`config.mk`:
```
export PLATFORM = sky130hd
export DESIGN_NAME = i2c_master_transaction_sequencer_flat
export DESIGN_NICKNAME = d
export VERILOG_FILES = /design/src/rtl/i2cms_pkg.sv /design/src/rtl/i2cms_cfg_if.sv /design/src/rtl/i2cms_item_if.sv /design/src/rtl/i2cms_res_if.sv /design/src/rtl/i2cms_mem.sv /design/src/rtl/i2cms_step.sv /design/src/rtl/i2c_master_transaction_sequencer.sv /design/src/flat_wrapper.sv
export VERILOG_INCLUDE_DIRS = /design/src /design/src/rtl
export SDC_FILE = /design/constraint.sdc
export NUM_CORES = 1
export LEC_CHECK = 0
export ABC_AREA = 1
export BUFFER_PORTS_ARGS = -buffer_cell sky130_fd_sc_hd__buf_4
export CORE_UTILIZATION = 55
export CTS_CLUSTER_DIAMETER = 60
export DETAILED_ROUTE_END_ITERATION = 16
export GPL_ROUTABILITY_DRIVEN = 0
export PLACE_DENSITY = 0.7
export SLEW_MARGIN = 20
export SYNTH_ARGS = -nofsm -noshare
export SYNTH_HDL_FRONTEND = slang
export SYNTH_SLANG_ARGS = --single-unit
export TNS_END_PERCENT = 1
```
`constraint.sdc`:
```
create_clock -name clk -period 5 [get_ports clk]
set_input_delay 0.25 -clock clk [delete_from_list [all_inputs] [get_ports clk]]
set_output_delay 0.25 -clock clk [all_outputs]
set_load 0.01 [all_outputs]
```
`src/rtl/i2c_master_transaction_sequencer_macros.svh`:
```
// assertion macros for the i2c master transaction sequencer
`ifndef I2C_MASTER_TRANSACTION_SEQUENCER_MACROS_SVH
`define I2C_MASTER_TRANSACTION_SEQUENCER_MACROS_SVH

// condition and consequence in the same cycle
`define I2CMS_ASSERT_NOW(label, pre, post, msg) \
	label: assert property (@(posedge clk) disable iff (!arst_n) (pre) |-> (post)) \
		else $error(msg);

// consequence in the cycle after the condition
`define I2CMS_ASSERT_NEXT(label, pre, post, msg) \
	label: assert property (@(posedge clk) disable iff (!arst_n) (pre) |=> (post)) \
		else $error(msg);

`endif

```
`src/rtl/i2cms_pkg.sv`:
```
// shared types and constants of the i2c master transaction sequencer
package i2cms_pkg;

	localparam int MAX_BYTES_DEF = 16;

	localparam logic [7:0] ST_MASK    = 8'hF8;
	localparam logic [7:0] ST_START   = 8'h08;
	localparam logic [7:0] ST_RSTART  = 8'h10;
	localparam logic [7:0] ST_AW_ACK  = 8'h18;
	localparam logic [7:0] ST_AR_ACK  = 8'h40;
	localparam logic [7:0] ST_DW_ACK  = 8'h28;
	localparam logic [7:0] ST_DR_ACK  = 8'h50;
	localparam logic [7:0] ST_DR_NACK = 8'h58;

	typedef enum logic [1:0] {
		OP_EXEC   = 2'd0,
		OP_EVENT  = 2'd1,
		OP_CANCEL = 2'd2,
		OP_LOAD   = 2'd3
	} opcode_t;

	typedef enum logic [2:0] {
		CMD_NONE    = 3'd0,
		CMD_START   = 3'd1,
		CMD_SEND    = 3'd2,
		CMD_RX_ACK  = 3'd3,
		CMD_RX_NACK = 3'd4,
		CMD_STOP    = 3'd5
	} cmd_t;

	typedef enum logic [2:0] {
		RC_OK         = 3'd0,
		RC_START_FAIL = 3'd1,
		RC_ADDR_FAIL  = 3'd2,
		RC_DATA_FAIL  = 3'd3,
		RC_CANCEL     = 3'd4
	} rc_t;

	typedef enum logic [2:0] {
		PH_INIT  = 3'd0,
		PH_START = 3'd1,
		PH_ADDR  = 3'd2,
		PH_DATA  = 3'd3,
		PH_NEXT  = 3'd4,
		PH_STOP  = 3'd5
	} phase_t;

	typedef enum logic [2:0] {
		REG_SLAVE_ADDRESS = 3'd0,
		REG_READ_MODE     = 3'd1,
		REG_DO_START      = 3'd2,
		REG_DO_ADDRESS    = 3'd3,
		REG_DO_STOP       = 3'd4,
		REG_BYTE_COUNT    = 3'd5
	} reg_idx_t;

	typedef struct packed {
		logic [6:0] slave_address;
		logic       read_mode;
		logic       do_start;
		logic       do_address;
		logic       do_stop;
		logic [4:0] byte_count;
	} cfg_t;

	typedef struct packed {
		opcode_t    opcode;
		logic [7:0] bus_status;
		logic [7:0] received_byte;
		logic [3:0] load_index;
		logic [7:0] load_value;
		logic       load_ack;
	} item_t;

	typedef struct packed {
		cmd_t       command;
		logic [7:0] tx_byte;
		logic       accepted;
		logic       done_res;
		rc_t        result_code;
		logic [7:0] bus_error;
		logic [4:0] bytes_done;
		logic       read_valid;
		logic [3:0] read_index;
		logic [7:0] read_byte;
	} res_t;

	typedef struct packed {
		logic       byte_en;
		logic       ack_en;
		logic [7:0] wbyte;
		logic       wack;
	} wr_t;

endpackage

```
`src/rtl/i2cms_cfg_if.sv`:
```
// configuration write channel
interface i2cms_cfg_if;
	logic       valid;
	logic       ready;
	logic [2:0] index;
	logic [6:0] data;

	modport source(output valid, index, data, input ready);
	modport sink(input valid, index, data, output ready);
endinterface

```
`src/rtl/i2cms_item_if.sv`:
```
// input item channel
interface i2cms_item_if;
	logic       valid;
	logic       ready;
	logic [1:0] opcode;
	logic [7:0] bus_status;
	logic [7:0] received_byte;
	logic [3:0] load_index;
	logic [7:0] load_value;
	logic       load_ack;

	modport source(output valid, opcode, bus_status, received_byte, load_index, load_value,
		load_ack, input ready);
	modport sink(input valid, opcode, bus_status, received_byte, load_index, load_value,
		load_ack, output ready);
endinterface

```
`src/rtl/i2cms_res_if.sv`:
```
// result channel
interface i2cms_res_if;
	logic       valid;
	logic       ready;
	logic [2:0] command;
	logic [7:0] tx_byte;
	logic       accepted;
	logic       done_res;
	logic [2:0] result_code;
	logic [7:0] bus_error;
	logic [4:0] bytes_done;
	logic       read_valid;
	logic [3:0] read_index;
	logic [7:0] read_byte;

	modport source(output valid, command, tx_byte, accepted, done_res, result_code, bus_error,
		bytes_done, read_valid, read_index, read_byte, input ready);
	modport sink(input valid, command, tx_byte, accepted, done_res, result_code, bus_error,
		bytes_done, read_valid, read_index, read_byte, output ready);
endinterface

```
`src/rtl/i2cms_mem.sv`:
```
// transmit byte and acknowledge flag memories with write-to-read bypass
module i2cms_mem #(
	parameter int MAX_BYTES = i2cms_pkg::MAX_BYTES_DEF,
	localparam int AW = (MAX_BYTES > 1) ? $clog2(MAX_BYTES) : 1
) (
	input  logic            clk,
	input  logic            arst_n,
	input  logic            rd_en,
	input  logic [AW-1:0]   rd_addr,
	input  i2cms_pkg::wr_t  wr,
	input  logic [AW-1:0]   wr_addr,
	output logic [7:0]      rd_byte,
	output logic            rd_ack
);
	import i2cms_pkg::*;

	logic [7:0] byte_mem [MAX_BYTES];
	logic       ack_mem [MAX_BYTES];
	logic [7:0] byte_rd_q;
	logic       ack_rd_q;
	logic       byp_byte_q;
	logic       byp_ack_q;
	logic [7:0] byp_wbyte_q;
	logic       byp_wack_q;

	always_ff @(posedge clk) begin
		if (wr.byte_en) begin
			byte_mem[wr_addr] <= wr.wbyte;
		end
		if (wr.ack_en) begin
			ack_mem[wr_addr] <= wr.wack;
		end
		if (rd_en) begin
			byte_rd_q   <= byte_mem[rd_addr];
			ack_rd_q    <= ack_mem[rd_addr];
			byp_wbyte_q <= wr.wbyte;
			byp_wack_q  <= wr.wack;
		end
	end

	// a write landing on the entry being read wins over the stale array data
	always_ff @(posedge clk or negedge arst_n) begin
		if (!arst_n) begin
			byp_byte_q <= 1'b0;
			byp_ack_q  <= 1'b0;
		end else if (rd_en) begin
			byp_byte_q <= wr.byte_en && (wr_addr == rd_addr);
			byp_ack_q  <= wr.ack_en && (wr_addr == rd_addr);
		end
	end

	assign rd_byte = byp_byte_q ? byp_wbyte_q : byte_rd_q;
	assign rd_ack  = byp_ack_q ? byp_wack_q : ack_rd_q;

endmodule

```
`src/rtl/i2cms_step.sv`:
```
// transaction sequencer state and per-item decision
module i2cms_step #(
	parameter int MAX_BYTES = i2cms_pkg::MAX_BYTES_DEF,
	localparam int AW = (MAX_BYTES > 1) ? $clog2(MAX_BYTES) : 1,
	localparam int CW = $clog2(MAX_BYTES + 1)
) (
	input  logic              clk,
	input  logic              arst_n,
	input  logic              s1_valid,
	input  logic              fire,
	input  i2cms_pkg::item_t  it,
	input  i2cms_pkg::cfg_t   cfg,
	input  logic [7:0]        rd_byte,
	input  logic              rd_ack,
	output i2cms_pkg::res_t   res,
	output i2cms_pkg::wr_t    wr,
	output logic [AW-1:0]     wr_addr,
	output logic [CW-1:0]     fwd_cnt,
	output logic              busy
);
	import i2cms_pkg::*;

	localparam int EW = (CW > 5) ? CW : 5;

	phase_t        phase_q;
	logic [CW-1:0] cnt_q;
	logic          busy_q;

	phase_t        ph;
	logic [CW-1:0] cnt;
	logic          bsy;
	logic          go;
	res_t          o;
	wr_t           w;
	logic [AW-1:0] waddr;
	logic [7:0]    st;
	logic [CW-1:0] cm1;
	logic [EW-1:0] cm1_x;
	logic [EW-1:0] eff;

	always_comb begin
		ph    = phase_q;
		cnt   = cnt_q;
		bsy   = busy_q;
		go    = 1'b0;
		o     = '0;
		w     = '0;
		waddr = AW'(it.load_index);
		st    = (it.opcode == OP_EVENT) ? (it.bus_status & ST_MASK) : 8'h00;
		cm1   = cnt_q - CW'(1);
		cm1_x = EW'(cm1);
		eff   = (EW'(cfg.byte_count) > EW'(MAX_BYTES)) ? EW'(MAX_BYTES) : EW'(cfg.byte_count);

		unique case (it.opcode)
			OP_EXEC: begin
				if (!busy_q) begin
					o.accepted = 1'b1;
					cnt        = '0;
					ph         = PH_INIT;
					go         = 1'b1;
				end
			end
			OP_EVENT: begin
				go = busy_q;
			end
			OP_CANCEL: begin
				if (busy_q) begin
					o.command     = CMD_STOP;
					o.done_res    = 1'b1;
					o.result_code = RC_CANCEL;
				end
				bsy = 1'b0;
			end
			OP_LOAD: begin
				if (32'(it.load_index) < MAX_BYTES) begin
					w.byte_en = 1'b1;
					w.ack_en  = 1'b1;
					w.wbyte   = it.load_value;
					w.wack    = it.load_ack;
				end
			end
			default: ;
		endcase

		if (go && ph == PH_INIT) begin
			bsy = 1'b1;
			ph  = PH_START;
			if (cfg.do_start) begin
				o.command = CMD_START;
				go        = 1'b0;
			end
		end

		if (go && ph == PH_START) begin
			if (cfg.do_start && st != ST_START && st != ST_RSTART) begin
				bsy           = 1'b0;
				o.done_res    = 1'b1;
				o.result_code = RC_START_FAIL;
				o.bus_error   = st;
				go            = 1'b0;
			end else begin
				ph = PH_ADDR;
				if (cfg.do_address) begin
					o.command = CMD_SEND;
					o.tx_byte = {cfg.slave_address, cfg.read_mode};
					go        = 1'b0;
				end
			end
		end

		if (go && ph == PH_ADDR) begin
			if (cfg.do_address &&
				(cfg.read_mode ? (st != ST_AR_ACK) : (st != ST_AW_ACK))) begin
				bsy           = 1'b0;
				o.done_res    = 1'b1;
				o.result_code = RC_ADDR_FAIL;
				o.bus_error   = st;
				go            = 1'b0;
			end else begin
				ph  = PH_NEXT;
				cnt = '0;
			end
		end

		if (go && ph == PH_DATA) begin
			if (cfg.read_mode ? (st != ST_DR_ACK && st != ST_DR_NACK) : (st != ST_DW_ACK)) begin
				bsy           = 1'b0;
				o.done_res    = 1'b1;
				o.result_code = RC_DATA_FAIL;
				o.bus_error   = st;
				o.bytes_done  = cm1_x[4:0];
				go            = 1'b0;
			end else begin
				if (cfg.read_mode) begin
					w.byte_en    = 1'b1;
					w.wbyte      = it.received_byte;
					waddr        = AW'(cm1);
					o.read_valid = 1'b1;
					o.read_index = cm1_x[3:0];
					o.read_byte  = it.received_byte;
				end
				ph = PH_NEXT;
			end
		end

		if (go && ph == PH_NEXT) begin
			if (EW'(cnt) < eff) begin
				cnt = cnt + CW'(1);
				ph  = PH_DATA;
				go  = 1'b0;
				if (!cfg.read_mode) begin
					o.command = CMD_SEND;
					o.tx_byte = rd_byte;
				end else begin
					o.command = rd_ack ? CMD_RX_ACK : CMD_RX_NACK;
				end
			end else begin
				ph = PH_STOP;
			end
		end

		if (go && !(ph == PH_INIT || ph == PH_START || ph == PH_ADDR ||
			ph == PH_DATA || ph == PH_NEXT)) begin
			if (cfg.do_stop) begin
				o.command = CMD_STOP;
			end
			bsy        = 1'b0;
			o.done_res = 1'b1;
		end
	end

	always_ff @(posedge clk or negedge arst_n) begin
		if (!arst_n) begin
			phase_q <= PH_INIT;
			cnt_q   <= '0;
			busy_q  <= 1'b0;
		end else if (fire) begin
			phase_q <= ph;
			cnt_q   <= cnt;
			busy_q  <= bsy;
		end
	end

	always_comb begin
		res        = o;
		wr         = w;
		wr.byte_en = w.byte_en && fire;
		wr.ack_en  = w.ack_en && fire;
		wr_addr    = waddr;
	end

	assign fwd_cnt = s1_valid ? cnt : cnt_q;
	assign busy    = busy_q;

endmodule

```
`src/rtl/i2c_master_transaction_sequencer.sv`:
```
// top level of the i2c master transaction sequencer
//
//   channel  modport  moves
//   cfg      sink     register writes, index and data
//   evt      sink     items: execute, bus status event, cancel, buffer load
//   res      source   one result per item: command, completion, received byte
//
// one item per cycle sustained while results are taken; a result is registered after the decide stage
// the transfer reads the byte memory at the pending byte counter, the decide stage decides
// back-to-back items on the same entry are bypassed around the memory
// reset clears phase, counter and busy and sets config to its defaults; buffer contents stay undefined
// a stalled result holds the decide stage, and the input stalls behind it
`include "i2c_master_transaction_sequencer_macros.svh"

module i2c_master_transaction_sequencer #(
	parameter int MAX_BYTES = i2cms_pkg::MAX_BYTES_DEF
) (
	input logic        clk,
	input logic        arst_n,
	i2cms_cfg_if.sink  cfg,
	i2cms_item_if.sink evt,
	i2cms_res_if.source res
);
	import i2cms_pkg::*;

	localparam int AW = (MAX_BYTES > 1) ? $clog2(MAX_BYTES) : 1;
	localparam int CW = $clog2(MAX_BYTES + 1);

	cfg_t          cfg_q;
	item_t         item_s1;
	logic          s1_valid_q;
	res_t          res_q;
	logic          res_valid_q;

	logic          accept;
	logic          s1_fire;
	logic [AW-1:0] rd_addr;
	logic [7:0]    rd_byte;
	logic          rd_ack;
	res_t          step_res;
	wr_t           wr;
	logic [AW-1:0] wr_addr;
	logic [CW-1:0] fwd_cnt;
	logic          busy;

	assign cfg.ready = 1'b1;

	always_ff @(posedge clk or negedge arst_n) begin
		if (!arst_n) begin
			cfg_q.slave_address <= '0;
			cfg_q.read_mode     <= 1'b0;
			cfg_q.do_start      <= 1'b1;
			cfg_q.do_address    <= 1'b1;
			cfg_q.do_stop       <= 1'b1;
			cfg_q.byte_count    <= '0;
		end else if (cfg.valid) begin
			unique case (reg_idx_t'(cfg.index))
				REG_SLAVE_ADDRESS: cfg_q.slave_address <= cfg.data;
				REG_READ_MODE:     cfg_q.read_mode     <= cfg.data[0];
				REG_DO_START:      cfg_q.do_start      <= cfg.data[0];
				REG_DO_ADDRESS:    cfg_q.do_address    <= cfg.data[0];
				REG_DO_STOP:       cfg_q.do_stop       <= cfg.data[0];
				REG_BYTE_COUNT:    cfg_q.byte_count    <= cfg.data[4:0];
				default: ;
			endcase
		end
	end

	assign s1_fire   = s1_valid_q && (!res_valid_q || res.ready);
	assign evt.ready = !s1_valid_q || s1_fire;
	assign accept    = evt.valid && evt.ready;
	assign rd_addr   = (opcode_t'(evt.opcode) == OP_EXEC) ? '0 : fwd_cnt[AW-1:0];

	always_ff @(posedge clk) begin
		if (accept) begin
			item_s1.opcode        <= opcode_t'(evt.opcode);
			item_s1.bus_status    <= evt.bus_status;
			item_s1.received_byte <= evt.received_byte;
			item_s1.load_index    <= evt.load_index;
			item_s1.load_value    <= evt.load_value;
			item_s1.load_ack      <= evt.load_ack;
		end
		if (s1_fire) begin
			res_q <= step_res;
		end
	end

	always_ff @(posedge clk or negedge arst_n) begin
		if (!arst_n) begin
			s1_valid_q  <= 1'b0;
			res_valid_q <= 1'b0;
		end else begin
			if (accept) begin
				s1_valid_q <= 1'b1;
			end else if (s1_fire) begin
				s1_valid_q <= 1'b0;
			end
			if (s1_fire) begin
				res_valid_q <= 1'b1;
			end else if (res.ready) begin
				res_valid_q <= 1'b0;
			end
		end
	end

	i2cms_mem #(
		.MAX_BYTES(MAX_BYTES)
	) u_mem (
		.clk     (clk),
		.arst_n  (arst_n),
		.rd_en   (accept),
		.rd_addr (rd_addr),
		.wr      (wr),
		.wr_addr (wr_addr),
		.rd_byte (rd_byte),
		.rd_ack  (rd_ack)
	);

	i2cms_step #(
		.MAX_BYTES(MAX_BYTES)
	) u_step (
		.clk      (clk),
		.arst_n   (arst_n),
		.s1_valid (s1_valid_q),
		.fire     (s1_fire),
		.it       (item_s1),
		.cfg      (cfg_q),
		.rd_byte  (rd_byte),
		.rd_ack   (rd_ack),
		.res      (step_res),
		.wr       (wr),
		.wr_addr  (wr_addr),
		.fwd_cnt  (fwd_cnt),
		.busy     (busy)
	);

	assign res.valid       = res_valid_q;
	assign res.command     = res_q.command;
	assign res.tx_byte     = res_q.tx_byte;
	assign res.accepted    = res_q.accepted;
	assign res.done_res    = res_q.done_res;
	assign res.result_code = res_q.result_code;
	assign res.bus_error   = res_q.bus_error;
	assign res.bytes_done  = res_q.bytes_done;
	assign res.read_valid  = res_q.read_valid;
	assign res.read_index  = res_q.read_index;
	assign res.read_byte   = res_q.read_byte;

	`I2CMS_ASSERT_NEXT(a_done_idle, s1_fire && step_res.done_res, !busy, "busy after done")
	`I2CMS_ASSERT_NEXT(a_start_busy, s1_fire && step_res.accepted && !step_res.done_res,
		busy, "idle after start")
	`I2CMS_ASSERT_NOW(a_rd_mode, res.valid && res.read_valid, cfg_q.read_mode, "read outside read mode")
	`I2CMS_ASSERT_NOW(a_stall, !evt.ready, s1_valid_q && res_valid_q && !res.ready,
		"input stall unexplained")

endmodule

```
`src/flat_wrapper.sv`:
```
// flat-port wrapper written by rule: the top's interface ports become plain ports
module i2c_master_transaction_sequencer_flat import i2cms_pkg::*;
#(
	parameter int MAX_BYTES = i2cms_pkg::MAX_BYTES_DEF
)
  (clk, arst_n, cfg_valid, cfg_index, cfg_data, cfg_ready, evt_valid, evt_opcode, evt_bus_status, evt_received_byte, evt_load_index, evt_load_value, evt_load_ack, evt_ready, res_valid, res_command, res_tx_byte, res_accepted, res_done_res, res_result_code, res_bus_error, res_bytes_done, res_read_valid, res_read_index, res_read_byte, res_ready);
  i2cms_cfg_if cfg_i ();
  i2cms_item_if evt_i ();
  i2cms_res_if res_i ();
  input logic clk;
  input logic arst_n;
  input wire logic [$bits(cfg_i.valid)-1:0] cfg_valid;
  input wire logic [$bits(cfg_i.index)-1:0] cfg_index;
  input wire logic [$bits(cfg_i.data)-1:0] cfg_data;
  output wire logic [$bits(cfg_i.ready)-1:0] cfg_ready;
  input wire logic [$bits(evt_i.valid)-1:0] evt_valid;
  input wire logic [$bits(evt_i.opcode)-1:0] evt_opcode;
  input wire logic [$bits(evt_i.bus_status)-1:0] evt_bus_status;
  input wire logic [$bits(evt_i.received_byte)-1:0] evt_received_byte;
  input wire logic [$bits(evt_i.load_index)-1:0] evt_load_index;
  input wire logic [$bits(evt_i.load_value)-1:0] evt_load_value;
  input wire logic [$bits(evt_i.load_ack)-1:0] evt_load_ack;
  output wire logic [$bits(evt_i.ready)-1:0] evt_ready;
  output wire logic [$bits(res_i.valid)-1:0] res_valid;
  output wire logic [$bits(res_i.command)-1:0] res_command;
  output wire logic [$bits(res_i.tx_byte)-1:0] res_tx_byte;
  output wire logic [$bits(res_i.accepted)-1:0] res_accepted;
  output wire logic [$bits(res_i.done_res)-1:0] res_done_res;
  output wire logic [$bits(res_i.result_code)-1:0] res_result_code;
  output wire logic [$bits(res_i.bus_error)-1:0] res_bus_error;
  output wire logic [$bits(res_i.bytes_done)-1:0] res_bytes_done;
  output wire logic [$bits(res_i.read_valid)-1:0] res_read_valid;
  output wire logic [$bits(res_i.read_index)-1:0] res_read_index;
  output wire logic [$bits(res_i.read_byte)-1:0] res_read_byte;
  input wire logic [$bits(res_i.ready)-1:0] res_ready;
  assign cfg_i.valid = cfg_valid;
  assign cfg_i.index = cfg_index;
  assign cfg_i.data = cfg_data;
  assign cfg_ready = cfg_i.ready;
  assign evt_i.valid = evt_valid;
  assign evt_i.opcode = evt_opcode;
  assign evt_i.bus_status = evt_bus_status;
  assign evt_i.received_byte = evt_received_byte;
  assign evt_i.load_index = evt_load_index;
  assign evt_i.load_value = evt_load_value;
  assign evt_i.load_ack = evt_load_ack;
  assign evt_ready = evt_i.ready;
  assign res_valid = res_i.valid;
  assign res_command = res_i.command;
  assign res_tx_byte = res_i.tx_byte;
  assign res_accepted = res_i.accepted;
  assign res_done_res = res_i.done_res;
  assign res_result_code = res_i.result_code;
  assign res_bus_error = res_i.bus_error;
  assign res_bytes_done = res_i.bytes_done;
  assign res_read_valid = res_i.read_valid;
  assign res_read_index = res_i.read_index;
  assign res_read_byte = res_i.read_byte;
  assign res_i.ready = res_ready;
  i2c_master_transaction_sequencer #(.MAX_BYTES(MAX_BYTES)) u_core (.clk(clk), .arst_n(arst_n), .cfg(cfg_i), .evt(evt_i), .res(res_i));
endmodule
```
==> flow_metrics.tcl <==
set metrics [dict create \
    skew_ps 13.8 \
    drtPass1Iterations 5 \
    cp.required_ps 5280 \
    slowest_stage "edfxtp_1" \
    clk_pin_slew_worst_paths_ps 60 \
    portBuffers 83 \
    num_rows 53 \
    dpl.hpwl_um 16300 \
    fillCellCount 1610 \
    grt_usage 0.236 \
    syn_inst 1137 \
    die_x_um 148 \
    dieHeight_um 148 \
    hold_start "cfg_data[1]" \
    avgSynthCellArea_sq_um 10.4 \
    vias 8245 \
    antenna_found_initial 0 \
    grt_max_degree 56 \
    placed_area_sq_um 12700 \
    yosysSeqAreaShare 0.646 \
    ir_drop_mv 0.348 \
    setup_viol 0 \
    cts_made_buffers 27 \
    fin_nets 1316 \
    ys_ff_latch 258 \
    grt_overflow 0 \
    r2r_start "u_core.item_s1[29]$_DFFE_PP_" \
    yosys.cell_types.count 44 \
    critPathMaxStageDelay_ps 450 \
    arrival_ps 4840 \
    hp-class "in2reg" \
    drive_gt1_frac 0.145 \
    cellPowerDensity_nw_per_um2 442 \
    core_area_sq_um 21000 \
    reg2reg_depth 29 \
    yosys_warnings 0 \
    io_pins 91 \
    start_kind "flop" \
    clockBufferDepth 3 \
    cap_viol_max_count 0 \
    register_area_sq_um 7610 \
    tns_ps 0 \
    p_leak_nw 5.94 \
    fin_crit_sh 0.912 \
    drt-total-wl_um 25100 \
    cts_root_buf "clkbuf_16" \
    final_common_cell "edfxtp_1" \
    tightest_slew_ps 1050 \
    cts_tree "yes" \
    slew_headroom 0.300 \
    dieArea_sq_um 22000 \
    grt_pass1_wl_um 40400 \
    grt_pass1_vias 8040 \
    endpoint_kind "flop" \
    cts.sinks 258 \
    via_per_inst 5.29 \
    critPathLaunch "u_core.item_s1[29]$_DFFE_PP_" \
    ant_nets 0 \
    hold_depth 3 \
    layout_common_cells "edfxtp_1 (229), nand2_1 (201), nand3_1 (191)" \
    rsz0062_at_grt "false" \
    finalMaxSlewViolations 0 \
    design_area_sq_um 13900 \
    routedWlPerCell_um 16.1 \
    multi_input_area_sq_um 3220 \
    r2r-end "u_core.u_mem.byte_rd_q[7]$_DFFE_PP_" \
    utilization 0.662 \
    synthToLayoutAreaGrowth_pct 18.2 \
    antenna-diode-count 0 \
    path_max_fanout 36 \
    status "finished, final reports clean" \
    ff2ff_setup_slack_ps 440 \
    clk_latency_ps 550 \
    max_clock_freq_mhz 219 \
    start_util 0.560 \
    netlist_area_sq_um 11800 \
    min_period_ps 4560 \
    crit_top_cell "nand2_1" \
    crit_type "reg2reg" \
    finalHoldViolCount 0 \
    drc 0 \
    hold_end "u_core.cfg_q[1]$_DFFE_PN0P_" \
    drt_iter0_markers 533 \
    h-tree-depth 1 \
]
## Yosys cell counts (all sizes together)
library cell | n | area share
clkbuf | 14 | 0.0045
mux2i | 9 | 0.0077
o21ai | 40 | 0.017
dfrtp | 26 | 0.055
o2111ai | 1 | 0.00074
nand2 | 211 | 0.070
or3 | 1 | 0.00053
mux2 | 2 | 0.0019
a21o | 1 | 0.00064
nand3b | 37 | 0.024
conb | 2 | 0.00064
xnor2 | 1 | 0.00074
ha | 6 | 0.0064
o31ai | 1 | 0.00064
inv | 187 | 0.060
buf | 33 | 0.018
nor2 | 89 | 0.030
dfstp | 3 | 0.0067
edfxtp | 229 | 0.58
nor3 | 12 | 0.0051
xor2 | 4 | 0.0030
o211ai | 2 | 0.0013
nand4 | 6 | 0.0032
o41ai | 1 | 0.00074
o22ai | 2 | 0.0011
nor4 | 1 | 0.00053
clkinv | 3 | 0.00096
a31oi | 8 | 0.0055
nand3 | 195 | 0.085
a21oi | 9 | 0.0041
a221oi | 1 | 0.00074
## flip-flops by register name, indices dropped and copies added, names as in the netlist, 8 cells and up
register,flops
u_core.cfg_q,16
u_core.res.read_byte,8
u_core.u_mem.byp_wbyte_q,8
u_core.u_mem.byte_rd_q,8
u_core.u_mem.byte_mem,128
u_core.res.tx_byte,8
u_core.u_mem.ack_mem,16
u_core.item_s1,28
## per-layer routing
| metal | part of all wire | vias up | global-route usage |
|---|---|---|---|
| li1 | - | 4064 | - |
| met2 | 0.50 | 241 | 0.402 |
| met4 | 0.026 | 0 | 0.0897 |
| met1 | 0.42 | 3892 | 0.307 |
| met3 | 0.055 | 48 | 0.0328 |
| met5 | 0 | - | 0 |
## area by class of cell
cell class,count,share of cell area
multi-input cells,644,0.232
inverters,190,0.0514
clock buffers,30,0.0501
repair buffers,143,0.0862
flip-flops and latches,258,0.547
well taps,275,0.0247
clock inverters,19,0.00926
## per-stage QoR
step           setup WS (ps)  hold WS (ps)  instances  power, mW
5_1_grt                 34.0          16.2       1559       6.45
3_5_place_dp             278           202       1475       4.28
2_1_floorplan           1140         -45.6       1139       3.81
3_3_place_gp             427           204       1475       4.25
6_report                 440          9.48       1559       6.14
4_1_cts                  242         0.624       1558       6.16
## logic make-up (layout without fill, tap and decap cells)
kind of cell             Yosys count  in the layout  share of synthesized area
multiplexers                      11             11                    0.00956
AO/OA/AOI/OAI                     66             66                     0.0328
buffers and inverters            237            382                     0.0834
AND/OR/NAND/NOR                  552            552                      0.218
other                              2              4                   0.000638
flip-flops                       258            258                      0.646
adder cells (fa/ha/maj)            6              6                    0.00637
XOR/XNOR                           5              5                    0.00372
## worst max-delay path: cells and delay by family, from the launching register on
family / cells / cell delay (ps)
AOI/OAI and AO/OA: 3 / 650
adders and majority gates: 1 / 310
buffers and inverters: 6 / 690
DFF: 1 / 450
and+or+nand+nor: 19 / 2160
## power breakdown
part | leakage [nW] | switching [mW] | total [mW] | internal [mW]
combinational | 3.06 | 1.11 | 1.66 | 0.557
clock | 0.396 | 0.809 | 1.86 | 1.05
sequential | 2.48 | 0.0804 | 2.62 | 2.54
total | 5.94 | 2.00 | 6.14 | 4.15
## repair_timing
item,CTS,global route
gates resized for setup,0,5
hold buffers,34,0
hold endpoints to repair,62,0
endpoints found under the setup margin,0,11
buffers inserted,0,1
## worst max path at each step
| stage | cells past startpoint | to |
|---|---|---|
| floorplan | 29 | u_core.u_mem.byte_rd_q[6]$_DFFE_PP_ |
| global route | 29 | u_core.u_mem.byte_rd_q[7]$_DFFE_PP_ |
| detailed placement | 25 | u_core.u_mem.byte_rd_q[1]$_DFFE_PP_ |
| CTS | 28 | u_core.u_mem.byte_rd_q[1]$_DFFE_PP_ |
| finish | 29 | u_core.u_mem.byte_rd_q[7]$_DFFE_PP_ |
| global placement | 25 | u_core.u_mem.byte_rd_q[1]$_DFFE_PP_ |
(Power assumes the default switching activity.)
